--- config.mk ---
export PLATFORM = sky130hd
export DESIGN_NAME = srtf_scheduler
export DESIGN_NICKNAME = d
export VERILOG_FILES = /design/src/hw/rtl/srtf_pkg.sv /design/src/hw/rtl/srtf_scheduler.sv
export SDC_FILE = /design/constraint.sdc
export NUM_CORES = 1
export LEC_CHECK = 0
export BUFFER_PORTS_ARGS = -buffer_cell sky130_fd_sc_hd__buf_2
export CORE_MARGIN = 2
export CORE_UTILIZATION = 25
export DETAILED_ROUTE_END_ITERATION = 8
export PLACE_DENSITY_LB_ADDON = 0.08
export SLEW_MARGIN = 10
export SYNTH_ARGS = -nofsm -noshare
export SYNTH_HDL_FRONTEND = slang
export SYNTH_SLANG_ARGS = --single-unit
--- constraint.sdc ---
create_clock -name i_clk -period 13.45 [get_ports i_clk]
set_clock_uncertainty 0.05 [all_clocks]
set_input_delay 2.69 -clock i_clk [delete_from_list [all_inputs] [get_ports i_clk]]
set_output_delay 2.69 -clock i_clk [all_outputs]
set_load 0.01 [all_outputs]
--- src/hw/rtl/srtf_pkg.sv ---
// Shared constants and types for the SRTF scheduler.
`timescale 1ns / 1ps
`default_nettype none

package srtf_pkg;

    localparam int MAX_SLOTS = 8;
    localparam int SLOT_BITS = $clog2(MAX_SLOTS);
    localparam int CNT_BITS  = $clog2(MAX_SLOTS + 1);
    localparam int TIME_BITS = 16;
    localparam int CFG_BITS  = 4;

    localparam logic [TIME_BITS-1:0] TIME_MAX = {TIME_BITS{1'b1}};

    localparam logic KIND_LOAD = 1'b0;
    localparam logic KIND_TICK = 1'b1;

    localparam logic [CFG_BITS-1:0] ACTIVE_RESET = CFG_BITS'(5);

    typedef struct packed {
        logic [TIME_BITS-1:0] arrival;
        logic [TIME_BITS-1:0] remaining;
        logic [TIME_BITS-1:0] burst;
    } t_entry;

endpackage

`default_nettype wire

--- src/hw/rtl/srtf_scheduler.sv ---
// Top level of the shortest-remaining-time-first scheduler.
//
// Usage: drive a transaction on i_kind/i_slot/i_arrival/i_burst with i_start;
// it is taken at a rising edge where i_start is high and o_busy is low.
// A load transaction writes one job slot in the same edge and gives no result;
// o_busy stays low, so another transaction may follow in the next cycle.
// A tick transaction scans the active slots held in the slot memory, one read
// per cycle through its registered read port, then writes the picked slot back.
// Its result appears on the o_ result ports, held until the next tick completes,
// with o_valid high for one cycle after the scan, drain and exec states;
// o_busy falls in the cycle o_valid rises.
// No new transaction is taken until the tick is through: o_busy stays high
// while the scan walks the single read port of the slot memory.
// The receiver cannot stall: each result is valid for exactly one cycle.
// The active slot count is written through i_cfg_we/i_cfg_data; the user must write it only while idle (not enforced).
// Reset clears the time counter, marks every slot done (no job loaded) and
// sets the active count to 5; slot memory contents need no clearing.
`timescale 1ns / 1ps
`default_nettype none

module srtf_scheduler (
    input  wire logic                            i_clk,
    input  wire logic                            i_rst_n,
    input  wire logic                            i_start,
    output logic                                 o_busy,
    input  wire logic                            i_kind,
    input  wire logic [srtf_pkg::SLOT_BITS-1:0]  i_slot,
    input  wire logic [srtf_pkg::TIME_BITS-1:0]  i_arrival,
    input  wire logic [srtf_pkg::TIME_BITS-1:0]  i_burst,
    input  wire logic                            i_cfg_we,
    input  wire logic [srtf_pkg::CFG_BITS-1:0]   i_cfg_data,
    output logic                                 o_valid,
    output logic                                 o_ran_valid,
    output logic [srtf_pkg::SLOT_BITS-1:0]       o_ran_slot,
    output logic                                 o_finished,
    output logic [srtf_pkg::TIME_BITS-1:0]       o_finish_time,
    output logic [srtf_pkg::TIME_BITS-1:0]       o_turnaround,
    output logic [srtf_pkg::TIME_BITS-1:0]       o_waiting,
    output logic                                 o_all_done
);

    localparam logic [1:0] ST_IDLE  = 2'd0;
    localparam logic [1:0] ST_SCAN  = 2'd1;
    localparam logic [1:0] ST_DRAIN = 2'd2;
    localparam logic [1:0] ST_EXEC  = 2'd3;

    srtf_pkg::t_entry r_mem [srtf_pkg::MAX_SLOTS];
    srtf_pkg::t_entry r_rd_data;
    srtf_pkg::t_entry r_best;
    srtf_pkg::t_entry wr_data;

    logic [1:0]                          r_state;
    logic [srtf_pkg::CFG_BITS-1:0]       r_active;
    logic [srtf_pkg::TIME_BITS-1:0]      r_now;
    logic [srtf_pkg::MAX_SLOTS-1:0]      r_done;
    logic [srtf_pkg::SLOT_BITS-1:0]      r_idx;
    logic [srtf_pkg::SLOT_BITS-1:0]      r_pidx;
    logic                                r_pend;
    logic                                r_found;
    logic [srtf_pkg::SLOT_BITS-1:0]      r_pick;

    logic [srtf_pkg::CNT_BITS-1:0]       n_count;
    logic [srtf_pkg::MAX_SLOTS-1:0]      active_mask;
    logic [srtf_pkg::MAX_SLOTS-1:0]      n_done;
    logic                                load_go;
    logic                                tick_go;
    logic                                rd_en;
    logic                                last_idx;
    logic                                better;
    logic                                wr_en;
    logic [srtf_pkg::SLOT_BITS-1:0]      wr_addr;
    logic [srtf_pkg::TIME_BITS-1:0]      rem_new;
    logic                                fin_now;
    logic [srtf_pkg::TIME_BITS-1:0]      fin_time;
    logic [srtf_pkg::TIME_BITS-1:0]      tat;
    logic [srtf_pkg::TIME_BITS-1:0]      wt;

    assign o_busy  = (r_state != ST_IDLE);
    assign load_go = i_start && !o_busy && (i_kind == srtf_pkg::KIND_LOAD);
    assign tick_go = i_start && !o_busy && (i_kind == srtf_pkg::KIND_TICK);

    // saturate the active count at the table size
    assign n_count = (int'(r_active) > srtf_pkg::MAX_SLOTS)
                   ? srtf_pkg::CNT_BITS'(srtf_pkg::MAX_SLOTS)
                   : srtf_pkg::CNT_BITS'(r_active);

    always_comb begin
        for (int i = 0; i < srtf_pkg::MAX_SLOTS; i++) begin
            active_mask[i] = (i < int'(n_count));
        end
    end

    assign rd_en    = (r_state == ST_SCAN);
    assign last_idx = ((srtf_pkg::CNT_BITS'(r_idx) + srtf_pkg::CNT_BITS'(1)) == n_count);

    // compare the entry coming out of the memory against the best so far
    assign better = r_pend && !r_done[r_pidx] && (r_rd_data.arrival <= r_now)
                  && (!r_found || (r_rd_data.remaining < r_best.remaining));

    assign rem_new  = r_best.remaining - srtf_pkg::TIME_BITS'(1);
    assign fin_now  = r_found && (rem_new == '0);
    assign fin_time = (r_now < srtf_pkg::TIME_MAX) ? r_now + srtf_pkg::TIME_BITS'(1)
                                                   : srtf_pkg::TIME_MAX;
    assign tat      = (fin_time >= r_best.arrival) ? fin_time - r_best.arrival : '0;
    assign wt       = (tat >= r_best.burst) ? tat - r_best.burst : '0;

    always_comb begin
        n_done = r_done;
        if (r_state == ST_EXEC && fin_now) begin
            n_done[r_pick] = 1'b1;
        end
    end

    // one write port: loads from idle, write-back of the picked slot on exec
    always_comb begin
        wr_en   = 1'b0;
        wr_addr = i_slot;
        wr_data = '{arrival: i_arrival, remaining: i_burst, burst: i_burst};
        if (load_go && (int'(i_slot) < srtf_pkg::MAX_SLOTS)) begin
            wr_en = 1'b1;
        end else if (r_state == ST_EXEC && r_found) begin
            wr_en   = 1'b1;
            wr_addr = r_pick;
            wr_data = '{arrival: r_best.arrival, remaining: rem_new, burst: r_best.burst};
        end
    end

    always_ff @(posedge i_clk) begin
        if (wr_en) begin
            r_mem[wr_addr] <= wr_data;
        end
        if (rd_en) begin
            r_rd_data <= r_mem[r_idx];
        end
    end

    always_ff @(posedge i_clk) begin
        if (!i_rst_n) begin
            r_state  <= ST_IDLE;
            r_active <= srtf_pkg::ACTIVE_RESET;
            r_now    <= '0;
            r_done   <= '1;
            r_pend   <= 1'b0;
            r_found  <= 1'b0;
            r_idx    <= '0;
            o_valid  <= 1'b0;
        end else begin
            o_valid <= 1'b0;
            if (i_cfg_we) begin
                r_active <= i_cfg_data;
            end
            r_pend <= rd_en;
            r_pidx <= r_idx;
            if (better) begin
                r_found <= 1'b1;
                r_best  <= r_rd_data;
                r_pick  <= r_pidx;
            end
            unique case (r_state)
                ST_IDLE: begin
                    if (load_go && (int'(i_slot) < srtf_pkg::MAX_SLOTS)) begin
                        r_done[i_slot] <= (i_burst == '0);
                    end
                    if (tick_go) begin
                        r_found <= 1'b0;
                        r_idx   <= '0;
                        r_state <= (n_count == '0) ? ST_DRAIN : ST_SCAN;
                    end
                end
                ST_SCAN: begin
                    if (last_idx) begin
                        r_state <= ST_DRAIN;
                    end else begin
                        r_idx <= r_idx + srtf_pkg::SLOT_BITS'(1);
                    end
                end
                ST_DRAIN: begin
                    // last read compares this cycle
                    r_state <= ST_EXEC;
                end
                ST_EXEC: begin
                    r_done  <= n_done;
                    if (r_now < srtf_pkg::TIME_MAX) begin
                        r_now <= r_now + srtf_pkg::TIME_BITS'(1);
                    end
                    o_valid <= 1'b1;
                    r_state <= ST_IDLE;
                end
                default: r_state <= ST_IDLE;
            endcase
        end
    end

    // result payload, held until the next tick completes
    always_ff @(posedge i_clk) begin
        if (r_state == ST_EXEC) begin
            o_ran_valid   <= r_found;
            o_ran_slot    <= r_found ? r_pick : '0;
            o_finished    <= fin_now;
            o_finish_time <= fin_now ? fin_time : '0;
            o_turnaround  <= fin_now ? tat : '0;
            o_waiting     <= fin_now ? wt : '0;
            o_all_done    <= &(~active_mask | n_done);
        end
    end

endmodule

`default_nettype wire

# Word-level counts from Yosys, hierarchy flattened
# Memory sizes are Yosys's and may differ from the RTL's. A register that Yosys moved wholly into a read port is not among the register bits.
# Index checks and enable logic that the tools add are counted.
# Widths: inputs -> output; s select.
dict set report word_totals {
  register_bits 144
  ram_bits 384
  in_bits 44
  out_inout_bits 56
  wordCells 119
  mem_count 1
}
dict set report op_classes {
  n_addsub 6
  order_cmp 19
  n_eq_ne 8
  muxes 32
  bitwise_logic 4
  reduce_logical 29
}
# name depth width rd rd_clocked_by_memory_dff write_ports line_no
set memory_table {}
lappend memory_table {r_mem 8 48 1 1 1 srtf_scheduler.sv:47} ;# srtf_pkg::t_entry r_mem [srtf_pkg::MAX_SLOTS];
# cell n
set op_table {}
lappend op_table {{$mux 48} 2}
lappend op_table {{$ge 16x16->1} 2}
lappend op_table {{$logic_not 16->1} 2}
lappend op_table {{$mux 16} 2}
lappend op_table {{$sub 16x16->16} 2}
lappend op_table {{$add 16x1->16 const B} 1}
lappend op_table {{$le 16x16->1} 1}
lappend op_table {{$lt 16x16->1} 1}
lappend op_table {{$lt 16x16->1 const B} 1}
lappend op_table {{$lt 3x4->1 const A} 4}
lappend op_table {{$mux 8} 2}
lappend op_table {{$or 8x8->8} 2}
lappend op_table {{$pmux 8 s2} 1}
lappend op_table {{$sub 16x1->16 const B} 1}
lappend op_table {{$lt 3x4->1 const B} 3}
lappend op_table {{$mux 3} 4}
lappend op_table {{$logic_and 1x1->1} 11}
lappend op_table {{$mux 1} 11}
lappend op_table {{$reduce_and 2->1} 5}
lappend op_table {{$bwmux 8} 1}
lappend op_table {{$lt 1x4->1 const A} 2}
lappend op_table {{$lt 2x4->1 const A} 2}
lappend op_table {{$not 8->8} 1}
lappend op_table {{$pmux 2 s4} 1}
lappend op_table {{22 further kinds} 33}

# Logic depth before layout (Yosys ltp)
# Gate-level depths: netlist (run 1).
dict set report depth {
  depth_word 9
  depth_mapped 28
  depth_no_buf 26
}

# Least setup slack after synthesis (run 1)
# Ideal clock, no wire load.
dict set report synth_timing {
  path_type {in2reg}
  from {in i_rst_n}
  to {reg r_best[0] in the netlist's numbering (enable)}
  setup_time_ns 0.523
  arrival_ns 6.540
  required_time_ns 12.877
  path_slack_ns 6.337
  cell_stages 3
  path_buffers 1
  cell_sequence {clkbuf_1 > o221ai_1 > nor3_1}
}
dict set report synth_between {
  elab_chain_len 1
}
# element line_no
set synth_lines {}
lappend synth_lines {{start, declared} srtf_scheduler.sv:23} ;# input wire logic i_rst_n,
lappend synth_lines {{$reduce_and 2->1 (no source line)} n/a}
lappend synth_lines {{end signal, assigned} srtf_scheduler.sv:156} ;# r_best <= r_rd_data;
lappend synth_lines {{end, declared} srtf_scheduler.sv:49} ;# srtf_pkg::t_entry r_best;
# Every way passes these cells.
# A chain may end at the register's enable or synchronous reset.

# Final worst setup path (run 1)
dict set report layout_timing {
  from {reg r_now[0] in the netlist's numbering}
  to {reg o_waiting[15] in the netlist's numbering (data pin)}
}
dict set report layout_between {
  elab_chain_len 6
  word_cells_on_any_way 9
  cone_classes {add/sub (3); order compare (3); mux (2); reduce/logical (1)}
}
# element line_no
set layout_lines {}
lappend layout_lines {{start, declared} srtf_scheduler.sv:54} ;# logic [srtf_pkg::TIME_BITS-1:0] r_now;
lappend layout_lines {{start signal, assigned} srtf_scheduler.sv:184} ;# r_now <= r_now + srtf_pkg::TIME_BITS'(1);
lappend layout_lines {{$add 16x1->16 / $lt 16x16->1 (equally long branches)} srtf_scheduler.sv:102} ;# assign fin_time = (r_now < srtf_pkg::TIME_MAX) ? r_now + srtf_pkg::TIME_BITS'(1)
lappend layout_lines {{$mux 16 (*)} srtf_scheduler.sv:102}
lappend layout_lines {{net fin_time, one bit} srtf_scheduler.sv:74} ;# logic [srtf_pkg::TIME_BITS-1:0] fin_time;
lappend layout_lines {{$sub 16x16->16 / $ge 16x16->1 (equally long branches)} srtf_scheduler.sv:104} ;# assign tat = (fin_time >= r_best.arrival) ? fin_time - r_best.arrival : '0;
lappend layout_lines {{$mux 16 (*)} srtf_scheduler.sv:104}
lappend layout_lines {{net tat, one bit} srtf_scheduler.sv:75} ;# logic [srtf_pkg::TIME_BITS-1:0] tat;
lappend layout_lines {{$ge 16x16->1} srtf_scheduler.sv:105} ;# assign wt = (tat >= r_best.burst) ? tat - r_best.burst : '0;
lappend layout_lines {{$reduce_and 2->1 (no source line)} n/a}
lappend layout_lines {{end signal, assigned} srtf_scheduler.sv:202} ;# o_waiting <= fin_now ? wt : '0;
lappend layout_lines {{end, declared} srtf_scheduler.sv:38} ;# output logic [srtf_pkg::TIME_BITS-1:0] o_waiting,
# Mark *: on every way through the listed nets, which the timed path passes. The rest lies on a longest branch.

==> impl_metrics.tcl, run 1 <==
set metrics [dict create \
    status "completed" \
    met1_length_um 36800 \
    cts_hold_buf 0 \
    cp_max_fo 33 \
    synth_seq_area_share_pct 67.7 \
    fp.dieArea_sq_um 103000 \
    cts_setup_buffers 0 \
    drc 0 \
    place.gp.congestion 0.776 \
    max_freq_mhz 134 \
    worstRegToRegCells 26 \
    synthArstFlopShare_pct 0 \
    drv_slew 0 \
    cp.required_ns 13.74 \
    ys_seq_elements 576 \
    swShare_pct 23.8 \
    grt_max_degree 57 \
    cap_violations 0 \
    synthFlopType "edfxtp_1" \
    final_common_cell "edfxtp_1" \
    worst_hold_path_type "reg -> reg" \
    ir_worst_vdd_mv 0.0923 \
    yosys_warnings 0 \
    synth_compound_area_share_pct 5.65 \
    dp_hpwl_um 47700 \
    hold_path_depth 0 \
    grt_overflow 0 \
    synth_top_family_by_area "multiplexers" \
    wirelength_um 75300 \
    p_leak_nw 9.80 \
    start_util_pct 25.1 \
    htreeDepth 3 \
    ios 100 \
    grt_usage_pct 14.6 \
    fin_cells 3087 \
    muxShareOfSynthArea_pct 11.4 \
    worst_setup_path_start_kind "flop" \
    p_comb_share_pct 7.8 \
    cts_root_buf "clkbuf_16" \
    wl_met2_um 33900 \
    pwr-share-clk_pct 44.9 \
    antenna_found_initial 4 \
    vias_per_cell 4.63 \
    yosys.area_share.adder_pct 3.76 \
    post-route-period-util_pct 55.3 \
    path_class "reg -> reg" \
    rsz0062_at_grt "false" \
    hold_slack_ns 0.366 \
    synth_fp_nets 1717 \
    nets 1846 \
    cell_internal_pwr_mw 3.43 \
    arrival_ns 7.73 \
    synth-simple-area-share_pct 7.27 \
    insertion_delay_ns 0.62 \
    core_area_sq_um 99700 \
    switchingPower_mw 1.07 \
    tightest_slew_ns 1.26 \
    areaGrowthSynthToFinish_pct 18.5 \
    grt_pass1_wl_um 108000 \
    setup_viol 0 \
    synth_xor_xnor_area_share_pct 1.99 \
    clock_sinks 576 \
    dp.cells 2952 \
    die_w_um 320 \
    io_buffer_count 99 \
    tns_ns 0 \
    max_slew_margin_pct 14.9 \
    netlist_instances 1599 \
    avgSynthCellArea_sq_um 15.6 \
    place_area_sq_um 27200 \
    cts-resized-gates 0 \
    power_frac_seq_pct 47.4 \
    topRoutingLayerUsed "met5" \
    synth_edf_count 540 \
    worstSetupEndpointType "flop" \
    antenna_left 0 \
    cts_tree "built" \
    fp-row-count 116 \
    num_vias 14300 \
    clk_pin_slew_worst_paths_ns 0.06 \
    fp.dieH_um 320 \
    grt_pass1_vias 14800 \
    drive_gt1_share_pct 23.0 \
    fin_crit_ns 7.44 \
    fillers 9831 \
    route.met3.wl_um 2920 \
    final_area_sq_um 29700 \
    wl_per_cell_um 24.4 \
    dr.first_iter.drc_count 1082 \
    dr.pass1.iters 5 \
    numCtsBuffers 72 \
    clockBufferDepth 3 \
    final_util_pct 29.7 \
    netlist_area_sq_um 25000 \
    ys_types 74 \
    finalHoldViolCount 0 \
    final_cell_mix "edfxtp_1 (540), buf_2 (99), nand2_1 (98), mux4_2 (98), o21ai_0 (86)" \
    p_per_area_nw_per_um2 152 \
]
==> per-layer routing <==
layer | global-route usage, % | vias up
met5 | 0 | -
met4 | 4.44 | 2
met3 | 2.18 | 95
met2 | 22.7 | 296
met1 | 21.1 | 7449
li1 | - | 6464
==> metrics by stage <==
stage               setup slack (ns)  power, mW
global route                    5.42       4.68
CTS                             6.00       4.58
floorplan                       6.34       2.35
finish                          6.01       4.50
detailed placement              6.00       2.53
global placement                6.21       2.53
==> power by group through the flow <==
stage,clock [mW],sequential [mW],combinational [mW]
after floorplan,0,2.15,0.198
after global placement,0,2.17,0.359
after detailed placement,0,2.17,0.360
after CTS,2.09,2.13,0.362
after global routing,2.15,2.14,0.387
final,2.02,2.13,0.349
==> area by class of cell <==
class | instances | area (sq um) | share of cell area, %
diodes | 1 | 2.50 | 0.00844
clock buffers | 92 | 1970 | 6.64
clock inverters | 42 | 513 | 1.73
inverters | 82 | 308 | 1.04
multi-input cells | 876 | 7630 | 25.7
flip-flops and latches | 576 | 16900 | 57.2
well taps | 1298 | 1620 | 5.48
repair buffers | 120 | 653 | 2.20
==> worst max-delay path, stage by stage (launching register included) <==
cell,delay [ns]
dfxtp_1,0.43
ha_1,0.25
nand3_2,0.18
nor4_4,0.36
nand4_1,0.30
or4_1,0.47
buf_4,0.25
nand2_1,0.10
ha_1,0.28
nor2b_1,0.15
o21ai_0,0.19
nand2b_1,0.15
a211oi_1,0.53
o311ai_1,0.20
a211o_1,0.34
a21oi_2,0.13
buf_4,0.31
nor2_1,0.11
ha_1,0.35
nor2b_1,0.18
o31a_1,0.28
o21a_1,0.21
a21bo_2,0.21
o221a_2,0.24
o21a_1,0.18
o21ai_2,0.56
nor2_1,0.14
==> path summary, 6_finish.rpt <==
kind                                              start                           to  slack (ns)
worst min register to register  r_rd_data[10]$_DFFE_PP_         r_best[10]$_DFFE_PP_        0.37
worst min-delay path            r_rd_data[10]$_DFFE_PP_         r_best[10]$_DFFE_PP_        0.37
worst max-delay path              r_now[0]$_SDFFE_PN0P_  o_waiting[15]$_SDFFCE_PN0P_        6.01
worst max register to register    r_now[0]$_SDFFE_PN0P_  o_waiting[15]$_SDFFCE_PN0P_        6.01
==> synth_stat cells (all sizes together) (6+ instances only) <==
cell type    n  area [sq um]
and3        11          68.8
buf         17          76.3
mux4        98          2210
mux2        50           563
a31oi        6          37.5
mux2i        8          80.1
edfxtp     540         16200
nor4        13           111
nor3        39           195
a21o        12          90.1
and2        17           106
a21boi       9          67.6
dfxtp       36           721
ha          72           901
clkbuf      48           180
nor2b       18           113
o21a         9          67.6
xnor2       46           403
or3          7          43.8
xor2        11          96.3
nand3       18          95.1
nor2        90           338
nand4       19           134
o21ai       87           435
a21oi       49           245
nand2b      11          68.8
inv         81           304
o211ai       7          52.6
nand2       98           368
==> logic make-up after synthesis <==
logic type,after synthesis
AOI/OAI and AO/OA,226
xor gates and xnor gates,57
adders and majority gates,74
buffers and inverters,147
DFF,576
muxes,156
and+or+nand+nor,363
==> registers in the layout (all words and copies together), names as in the netlist <==
register       cells
r_mem            384
r_best            48
r_rd_data         48
o_finish_time     16
o_turnaround      16
o_waiting         16
r_now             16
r_done             8
r_active           4
o_ran_slot         3
r_idx              3
r_pick             3
r_pidx             3
r_state            2
o_all_done         1
o_finished         1
o_ran_valid        1
o_valid            1
r_found            1
r_pend             1
No activity file was read; power rests on OpenSTA's default activity.
==> run 2, diff against run 1 <==
Clock period 13.45 ns to 6.8 ns, I/O delays scaled along.
==> run 2 against run 1 <==
  * Combinational power grew 98%
  * Largest cell class unchanged
  * Critical path depth is 1 higher
  * Utilization grew 0.054 points
  * First-iteration DRC count is 8.2% lower
  * Final cell count is 0.19% higher
  * Register-to-register slack worse by 5.6 ns
  * Cell area increased by 0.18%
  * Critical path type unchanged
  * Highest routed layer is now met4
==> impl_metrics.tcl, run 2 (same netlist as run 1, synthesis figures left out) <==
set metrics [dict create \
    arrival_ns 6.68 \
    num_vias 14200 \
    worstSetupEndpointType "flop" \
    cp_max_fo 11 \
    cts_root_buf "clkbuf_16" \
    cts_hold_buf 0 \
    final_common_cell "edfxtp_1" \
    wl_per_cell_um 24.2 \
    tns_ns 0 \
    fp.dieArea_sq_um 103000 \
    ir_worst_vdd_mv 0.162 \
    top_regs "r_mem: 384 flops, r_best: 48 flops, r_rd_data: 48 flops" \
    max_freq_mhz 157 \
    htreeDepth 3 \
    io_buffer_count 99 \
    numCtsBuffers 70 \
    nets 1857 \
    dr.first_iter.drc_count 993 \
    max_stage_delay_ns 0.45 \
    r2r-start "r_now[2]$_SDFFE_PN0P_" \
    antenna_left 0 \
    post-route-period-util_pct 93.8 \
    antenna_cells 0 \
    grt_max_degree 86 \
    whs_endpoint "r_best[14]$_DFFE_PP_" \
    setup_viol 0 \
    worstRegToRegCells 27 \
    fillers 9869 \
    grt_pass1_vias 14800 \
    finalHoldViolCount 0 \
    start_util_pct 25.1 \
    ios 100 \
    grt_usage_pct 14.5 \
    status "completed" \
    fp-row-count 116 \
    dp_slack_ns 0.0743 \
    path_class "reg -> reg" \
    grt_overflow 0 \
    rrSetupSlack_ns 0.42 \
    cp_common_cell "buf_4" \
    clock_sinks 576 \
    layout_setup_ws_ns 0.425 \
    cts_tree "built" \
    wirelength_um 74900 \
    worst_setup_path_start_kind "flop" \
    final_cell_mix "edfxtp_1 (540), buf_2 (99), nand2_1 (98), mux4_2 (98), o21ai_0 (86)" \
    fin_crit_ns 6.38 \
    cp_top_family "compound AO/OA/AOI/OAI gates" \
    p_leak_nw 9.82 \
    top_register "r_mem" \
    hold_path_depth 0 \
    dp_hpwl_um 47000 \
    rsz0062_at_grt "false" \
    place_area_sq_um 27400 \
    place.gp.congestion 0.791 \
    drv_slew 0 \
    tightest_slew_ns 1.10 \
    dr.pass1.iters 7 \
    cts_setup_buffers 0 \
    hp-start "r_rd_data[14]$_DFFE_PP_" \
    drc 0 \
    die_w_um 320 \
    max_slew_margin_pct 26.7 \
    grt_pass1_wl_um 108000 \
    reg2reg_to "o_waiting[3]$_SDFFCE_PN0P_" \
    timing.critical_path.buf_inv 3 \
    largest_reg_flops 384 \
    clockBufferDepth 3 \
    cp.required_ns 7.10 \
    areaGrowthSynthToFinish_pct 18.7 \
    worst_hold_path_type "reg -> reg" \
    vias_per_cell 4.60 \
    drive_gt1_share_pct 23.7 \
    antenna_found_initial 3 \
    clk_pin_slew_worst_paths_ns 0.06 \
    final_area_sq_um 29700 \
    slowest_stage "dfxtp_1" \
    fp.dieH_um 320 \
    cap_violations 0 \
    core_area_sq_um 99700 \
    fin_total_pwr_mw 8.69 \
    p_per_area_nw_per_um2 293 \
    insertion_delay_ns 0.62 \
]
[run 2: layer usage]
| layer | part of all wire [%] | GRT usage, % |
|---|---|---|
| met1 | 48 | 20.8 |
| met2 | 46 | 22.7 |
| met3 | 4.0 | 2.26 |
| met4 | 2.1 | 4.26 |
| met5 | 0 | 0 |
[run 2: worst max path at each step]
stage | endpoint | slack [ns] | startpoint | depth (start not counted)
2_1_floorplan | o_waiting[10]$_SDFFCE_PN0P_ | 0.07 | r_now[0]$_SDFFE_PN0P_ | 28
3_3_place_gp | o_waiting[12]$_SDFFCE_PN0P_ | 0.22 | r_now[0]$_SDFFE_PN0P_ | 27
3_5_place_dp | o_waiting[12]$_SDFFCE_PN0P_ | 0.07 | r_now[1]$_SDFFE_PN0P_ | 25
4_1_cts | o_waiting[12]$_SDFFCE_PN0P_ | 0.06 | r_now[1]$_SDFFE_PN0P_ | 25
5_1_grt | o_waiting[14]$_SDFFCE_PN0P_ | 0.0004 | r_now[1]$_SDFFE_PN0P_ | 26
6_report | o_waiting[3]$_SDFFCE_PN0P_ | 0.42 | r_now[2]$_SDFFE_PN0P_ | 27
[run 2: area by class of cell]
type / instances / area (sq um) / share of cell area (%)
Inverter: 82 / 308 / 1.04
Clock inverter: 45 / 470 / 1.58
Timing Repair Buffer: 133 / 851 / 2.86
Sequential cell: 576 / 16900 / 57.1
Clock buffer: 83 / 1830 / 6.17
Multi-Input combinational cell: 876 / 7670 / 25.8
Tap cell: 1298 / 1620 / 5.47
[run 2: timing repair]
action / in CTS / in global routing
setup endpoints to repair: 0 / 16
hold endpoints to repair: 0 / 0
gates resized for setup: 0 / 7
[run 2: where the power goes]
group | leakage [nW] | internal (mW) | switching [mW]
Clock | 1.13 | 2.27 | 1.51
Sequential | 5.17 | 4.12 | 0.0979
Combinational | 3.52 | 0.221 | 0.471
[run 2: worst register-to-register path: cells and delay by family, from the launching register on]
family                   cells  cell delay [ns]
XOR/XNOR                     1             0.30
flip-flops                   1             0.45
adder cells (fa/ha/maj)      2             0.67
AND/OR/NAND/NOR              9             1.39
buffers and inverters        3             0.57
AO/OA/AOI/OAI               12             2.68
[run 2: metrics by stage]
stage / cells / utilization, % / hold WS [ns]
floorplan: 1599 / - / 0.350
global placement: 2965 / 27.4 / 0.352
detailed placement: 2965 / 27.4 / 0.356
global route: 3093 / 29.8 / 0.371
finish: 3093 / 29.8 / 0.367
CTS: 3093 / 29.8 / 0.365
